[config.mk]
export PLATFORM = sky130hd
export DESIGN_NAME = v4alu_div
export DESIGN_NICKNAME = d
export VERILOG_FILES = /design/src/v4alu_pkg.sv /design/src/v4alu_div.sv
export SDC_FILE = /design/constraint.sdc
export NUM_CORES = 1
export LEC_CHECK = 0
export BUFFER_PORTS_ARGS = -buffer_cell sky130_fd_sc_hd__buf_2
export CORE_AREA = 3 3 145 147
export DETAILED_ROUTE_END_ITERATION = 10
export DIE_AREA = 0 0 148 150
export PLACE_DENSITY = 0.92
export REMOVE_ABC_BUFFERS = 1
export SYNTH_ARGS = -nofsm -noshare
export SYNTH_HDL_FRONTEND = slang
export SYNTH_SLANG_ARGS = --single-unit
[constraint.sdc]
create_clock -name clk -period 9.3 [get_ports clk]
set_clock_uncertainty 0.15 [all_clocks]
set_input_delay 0.93 -clock clk [delete_from_list [all_inputs] [get_ports clk]]
set_output_delay 0.93 -clock clk [all_outputs]
set_load 0.005 [all_outputs]
[src/v4alu_pkg.sv]
// Package: action codes, status codes and sequencer states for the vector ALU.
`timescale 1ns / 1ps
package v4alu_pkg;

    typedef enum logic [3:0] {
        ACT_ADD       = 4'd0,
        ACT_SUB       = 4'd1,
        ACT_NEG       = 4'd2,
        ACT_MUL       = 4'd3,
        ACT_DIV       = 4'd4,
        ACT_DOT4      = 4'd5,
        ACT_DOT3      = 4'd6,
        ACT_LEN4      = 4'd7,
        ACT_LEN3      = 4'd8,
        ACT_NORM4     = 4'd9,
        ACT_NORM3     = 4'd10,
        ACT_CROSS     = 4'd11,
        ACT_LOADROW   = 4'd12,
        ACT_TRANSFORM = 4'd13,
        ACT_RSV14     = 4'd14,
        ACT_RSV15     = 4'd15
    } action_t;

    localparam logic [1:0] STAT_OK   = 2'd0;
    localparam logic [1:0] STAT_SAT  = 2'd1;
    localparam logic [1:0] STAT_DIVZ = 2'd2;

    typedef enum logic [3:0] {
        ST_IDLE,
        ST_MUL,
        ST_ACC,
        ST_SQRT,
        ST_DIVSETUP,
        ST_DIV,
        ST_DIVDONE,
        ST_DONE
    } state_t;

endpackage

[src/v4alu_div.sv]
// Shared restoring divider: unsigned numerator over unsigned divisor, one bit per cycle.
`timescale 1ns / 1ps
module v4alu_div import v4alu_pkg::*; #(
    parameter int NUM_W = 64,
    parameter int DEN_W = 64
) (
    input  logic               clk,
    input  logic               rst_n,
    input  logic               go,
    input  logic [NUM_W-1:0]   num,
    input  logic [DEN_W-1:0]   den,
    output logic               done,
    output logic [NUM_W-1:0]   quot
);
    localparam int CW = $clog2(NUM_W + 1);

    logic [NUM_W-1:0] q_reg;
    logic [DEN_W:0]   rem_reg;
    logic [DEN_W-1:0] den_reg;
    logic [CW-1:0]    cnt_reg;
    logic             busy_reg;
    logic [DEN_W:0]   trial;

    assign trial = {rem_reg[DEN_W-1:0], q_reg[NUM_W-1]};

    // one quotient bit per cycle
    always_ff @(posedge clk or negedge rst_n)
    begin
        if (!rst_n)
        begin
            busy_reg <= 1'b0;
            cnt_reg  <= '0;
        end
        else if (go)
        begin
            busy_reg <= 1'b1;
            cnt_reg  <= CW'(NUM_W);
        end
        else if (busy_reg)
        begin
            cnt_reg <= cnt_reg - 1'b1;
            if (cnt_reg == CW'(1))
                busy_reg <= 1'b0;
        end
    end

    always_ff @(posedge clk)
    begin
        if (go)
        begin
            q_reg   <= num;
            rem_reg <= '0;
            den_reg <= den;
        end
        else if (busy_reg)
        begin
            if (trial >= {1'b0, den_reg})
            begin
                rem_reg <= trial - {1'b0, den_reg};
                q_reg   <= {q_reg[NUM_W-2:0], 1'b1};
            end
            else
            begin
                rem_reg <= trial;
                q_reg   <= {q_reg[NUM_W-2:0], 1'b0};
            end
        end
    end

    assign done = busy_reg && (cnt_reg == CW'(1));
    assign quot = (trial >= {1'b0, den_reg}) ? {q_reg[NUM_W-2:0], 1'b1}
                                             : {q_reg[NUM_W-2:0], 1'b0};

`ifndef SYNTHESIS
    a_cnt_nz: assert property (@(posedge clk) disable iff (!rst_n)
        busy_reg |-> cnt_reg != '0) else $error("divider count zero while busy");
    a_go_idle: assert property (@(posedge clk) disable iff (!rst_n)
        go |=> busy_reg) else $error("divider not started");
    a_done_end: assert property (@(posedge clk) disable iff (!rst_n)
        done |=> !busy_reg) else $error("divider busy after done");
`endif
endmodule
# ---- Yosys cells after proc, flatten, opt, wreduce, memory -nomap -nowiden
# Cells that the tools add are included.
dict set report totals {
  reg_bits 200
  inputBits 131
}
dict set report op_classes {
  addsub 2
  n_lt_le_gt_ge 1
  eq_ne 1
  n_mux 9
  n_reduce_logical 2
}
# operator count
set op_table {}
lappend op_table {{two-way mux 64 bit} 3}
lappend op_table {{>= comparator 65 x 64 -> 1 bit} 1}
lappend op_table {{subtractor 64 bit} 1}
lappend op_table {{two-way mux 7 bit} 2}
lappend op_table {{== test 7 x 1 -> 1 bit (second input constant)} 1}
lappend op_table {{subtractor 7 x 1 -> 7 bit (second input constant)} 1}
lappend op_table {{two-way mux 1 bit} 4}
lappend op_table {{nonzero test 2 bit} 1}
lappend op_table {{logical AND 1 bit} 1}

# ---- Depth between registers and ports, before layout
dict set report logic_depth {
  ltp_word 4
  depth_mapped 16
}

# ---- Least setup slack after synthesis
# Ideal clock, no wire load.
dict set report synth_timing {
  path_type {register to output}
  startpoint {register den_reg[11]}
  endpoint {output port quot[0]}
  arrival_time_ps 2319
  required_time_ps 8220
  setup_slack_ps 5901
  path_stages_with_launch 13
  n_path_buf 2
  cell_sequence {edfxtp_1 -> inv_1 -> ha_1 -> buf_2 -> and4_1 -> nand3_1 -> a21o_1 -> a31o_1 -> o211a_4 -> o31ai_4 -> o21ai_2 -> clkinv_2 -> buf_6}
}
dict set report synth_via {
  elab_chain_len 2
}
# item line_no
set synth_rtl {}
lappend synth_rtl {{from (decl)} v4alu_div.sv:19} ;# logic [DEN_W-1:0] den_reg;
lappend synth_rtl {{from (signal assigned)} v4alu_div.sv:53} ;# den_reg <= den;
lappend synth_rtl {{>= comparator 65 x 64 -> 1 bit} v4alu_div.sv:71} ;# assign quot = (trial >= {1'b0, den_reg}) ? {q_reg[NUM_W-2:0], 1'b1}
lappend synth_rtl {{two-way mux 1 bit} v4alu_div.sv:71}
lappend synth_rtl {{to (decl)} v4alu_div.sv:13} ;# output logic [NUM_W-1:0] quot
# Every way passes these cells.

# ---- Final worst setup path
dict set report layout_timing {
  startpoint {register rem_reg[43]}
  endpoint {output port quot[0]}
}
dict set report layout_via {
  elab_chain_len 2
}
# item line_no
set layout_rtl {}
lappend layout_rtl {{from (decl)} v4alu_div.sv:18} ;# logic [DEN_W:0] rem_reg;
lappend layout_rtl {{from (signal assigned)} v4alu_div.sv:59} ;# rem_reg <= trial - {1'b0, den_reg};
lappend layout_rtl {{from (signal assigned)} v4alu_div.sv:64} ;# rem_reg <= trial;
lappend layout_rtl {{>= comparator 65 x 64 -> 1 bit} v4alu_div.sv:71}
lappend layout_rtl {{two-way mux 1 bit} v4alu_div.sv:71}
# Every way passes these cells.

==> metrics.md <==
| Metric | Value |
|---|---|
| Relative slew margins | 32.6% |
| GR Util All Layers | 26.2% |
| Final Total Pwr | 2.45 mW |
| Placed cell count | 1622 |
| CTS tree | built |
| CP Capture Type | output port |
| Post-route clock period utilization | 47.5% |
| Starting density of the core | 61.2% |
| Leakage | 5.84 nW |
| DP HPWL | 20900 um |
| Synth top area share | 31.3% |
| Max-slew violations | 0 |
| Hold Buf Count CTS | 0 |
| Total Wirelength | 28600 um |
| Clk_lat worst skew | 460 ps |
| Count of maximum capacitance violations | 0 |
| Routed length per instance | 17.3 um |
| Maximum fanout along the worst path | 18 |
| # diodes | 0 |
| Maximum VDD drop | 129 uV |
| DRC viols | 0 |
| Mapped Cells | 1273 |
| Unrepaired setup endpoints after global routing | no |
| Share of layout cells above drive strength 1 | 23.6% |
| Die X | 148 um |
| Die Footprint | 0.0222 mm^2 |
| Post-synth top area cell | edfxtp_1 |
| Fin Hold WS | 146 ps |
| Std-Cell Rows | 52 |
| Mean area per synthesized cell | 9.63 um^2 |
| Clock H-tree levels | 4 |
| Final setup margin | 4880 ps |
| Worst Path Required | 8220 ps |
| First-pass GRT wire length | 46900 um |
| Tightest Pin Transition | 1010 ps |
| Top Usage Layer GRT | met2 |
| Register area share after synthesis | 43.4% |
| CTS resizes | 0 |
| Post-placement setup slack | 5410 ps |
| DR vias | 9783 |
| Critical path launch point | rem_reg[43] |
| Class of the worst hold path | input pin to asynchronous set/reset pin |
| Overflow after GRT | 0 |
| Clock buffer depth | 2 |
| Final Hold Fails | 0 |
| Util after Layout | 67.5% |
| CP arrival | 3340 ps |
| Synth top area cells | edfxtp_1, dfxtp_1, ha_1 |
| Yosys warns | 0 |
| Post-CTS Setup Inserts | 0 |
| Detailed Routing Iterations Pass 1 | 6 |
| Power density over the cells | 181 mW/mm^2 |
| Sum Neg Setup Slack | 0 ps |
| Core area | 0.0200 mm^2 |
| Routing usage on met3 | 7.06% |
| Clock period minus worst slack | 4420 ps |
| Yosys cell types | 68 |
| Reg clk slew, reported paths | 90 ps |
| Total clock buffers created by CTS | 17 |
| Final Cell Area | 0.0135 mm^2 |
| Max Freq | 0.226 GHz |
| Syn-to-layout area delta | 10.2% |
| Cell Chain, Critical Path | ha_1 -> a21oi_1 -> o21ai_0 -> a21oi_1 -> o21ai_0 -> a32oi_1 -> o31ai_4 -> o21ai_4 -> clkinv_2 -> buf_2 |
| Root Driver | clkbuf_16 |
| DRT iter0 DRCs | 771 |
| # fillers | 1569 |
| Nets | 1569 |
| Final GP Congestion | 0.962 |
| Crit-path max cell delay | 400 ps |
| Cell Count, Final, Fillers Out | 1654 |
| Largest net degree at the start of global routing | 102 |
| Vias in the first global route | 9439 |
| Synth Register Bits | 200 |
| Post-Place Cell Area | 0.0129 mm^2 |
| Port buffer count | 195 |
| DIE HEIGHT | 150 um |
| Detail Route Antenna Nets | 0 |
| Grt met1 use | 33.2% |
| Number of flops mapped to enable cells by yosys | 128 |
| Crit start category | register |
| Met2 Use GR | 44.1% |
| Sink Count | 200 |
| Reg-to-Reg Start | rem_reg[43] |
| Setup violators final | 0 |
| Vias per cell | 5.91 |
| Post-Syn Area | 0.0123 mm^2 |
| Share of async-settable or async-resettable flops after synthesis | 4.00% |
| Antenna violations before repair | 3 |
| Most used flip-flop cell after synthesis | edfxtp_1 |
| Status | completed |
| I/O pins | 196 |
| Critical path type | register to output port |
| CP max-delay cell | clkinv_2 |
## metal layers
layer	vias to the layer above	routed length, um
met4	6	630
met1	4570	11500
met3	70	2640
li1	4696	-
met5	-	34
met2	441	13800
## layout make-up
class | count | area [um^2] | share of cell area (%)
multi-input combinational | 862 | 5870 | 43.4
sequential | 200 | 5330 | 39.4
timing repair buffer | 202 | 1030 | 7.65
clock buffer | 17 | 425 | 3.15
tap | 270 | 338 | 2.50
inverter | 88 | 332 | 2.45
clock inverter | 15 | 195 | 1.44
## power breakdown
group,total (mW),internal (mW),switching (mW)
clock,0.765,0.370,0.395
combinational,0.575,0.251,0.324
sequential,1.11,1.05,0.0606
total,2.45,1.67,0.779
## placed cells by master (no fill, tap or decap), types with 9 or more instances in the layout
cell,netlist,routed
a211oi_1,41,41
a211oi_2,10,10
a21o_1,32,32
a21oi_1,103,103
a31oi_1,10,10
buf_2,12,194
clkbuf_16,0,17
dfxtp_1,64,64
edfxtp_1,128,128
ha_1,66,66
inv_1,86,85
mux2_2,65,65
mux2i_1,9,9
nand2_1,92,92
nand3_1,14,14
nand4_1,13,13
nor2_1,134,134
nor3_1,39,39
o211ai_1,9,9
o21ai_0,42,42
o21ai_1,12,12
o21bai_1,14,14
xnor2_1,44,44
xor2_1,22,22
## worst max-delay path, delay by kind of cell, from the launching register on
kind                       cells  cell delay (ps)
buffers and inverters          2              690
AOI/OAI and AO/OA              7             1470
DFF                            1              330
adders and majority gates      1              390
## path summary, 6_finish.rpt
path / slack, ps / endpoint / depth (start not counted)
worst max-delay path: 4880 / quot[0] / 10
worst min-delay path: 150 / cnt_reg[5] / 1
worst max register to register: 5400 / rem_reg[32] / 12
worst min register to register: 350 / rem_reg[37] / 2
max in group asynchronous: 8660 / busy_reg / 1
min in group clk: 350 / rem_reg[37] / 2
## logic make-up after synthesis
kind of cell	share of synthesized area, %
buffers and inverters	8.79
muxes	6.70
and+or+nand+nor	12.3
AOI/OAI and AO/OA	17.2
adders and majority gates	6.90
DFF	43.4
xor gates and xnor gates	4.71
## synthesized netlist by cell type, types with 12 or more instances
library cell / count
nor2_1: 134
edfxtp_1: 128
a21oi_1: 103
nand2_1: 92
inv_1: 86
ha_1: 66
buf_4: 65
mux2_2: 65
dfxtp_1: 64
xnor2_1: 44
o21ai_0: 42
a211oi_1: 41
clkbuf_1: 41
nor3_1: 39
a21o_1: 32
xor2_1: 22
nand3_1: 14
o21bai_1: 14
nand4_1: 13
buf_2: 12
o21ai_1: 12
(Power assumes the default switching activity.)
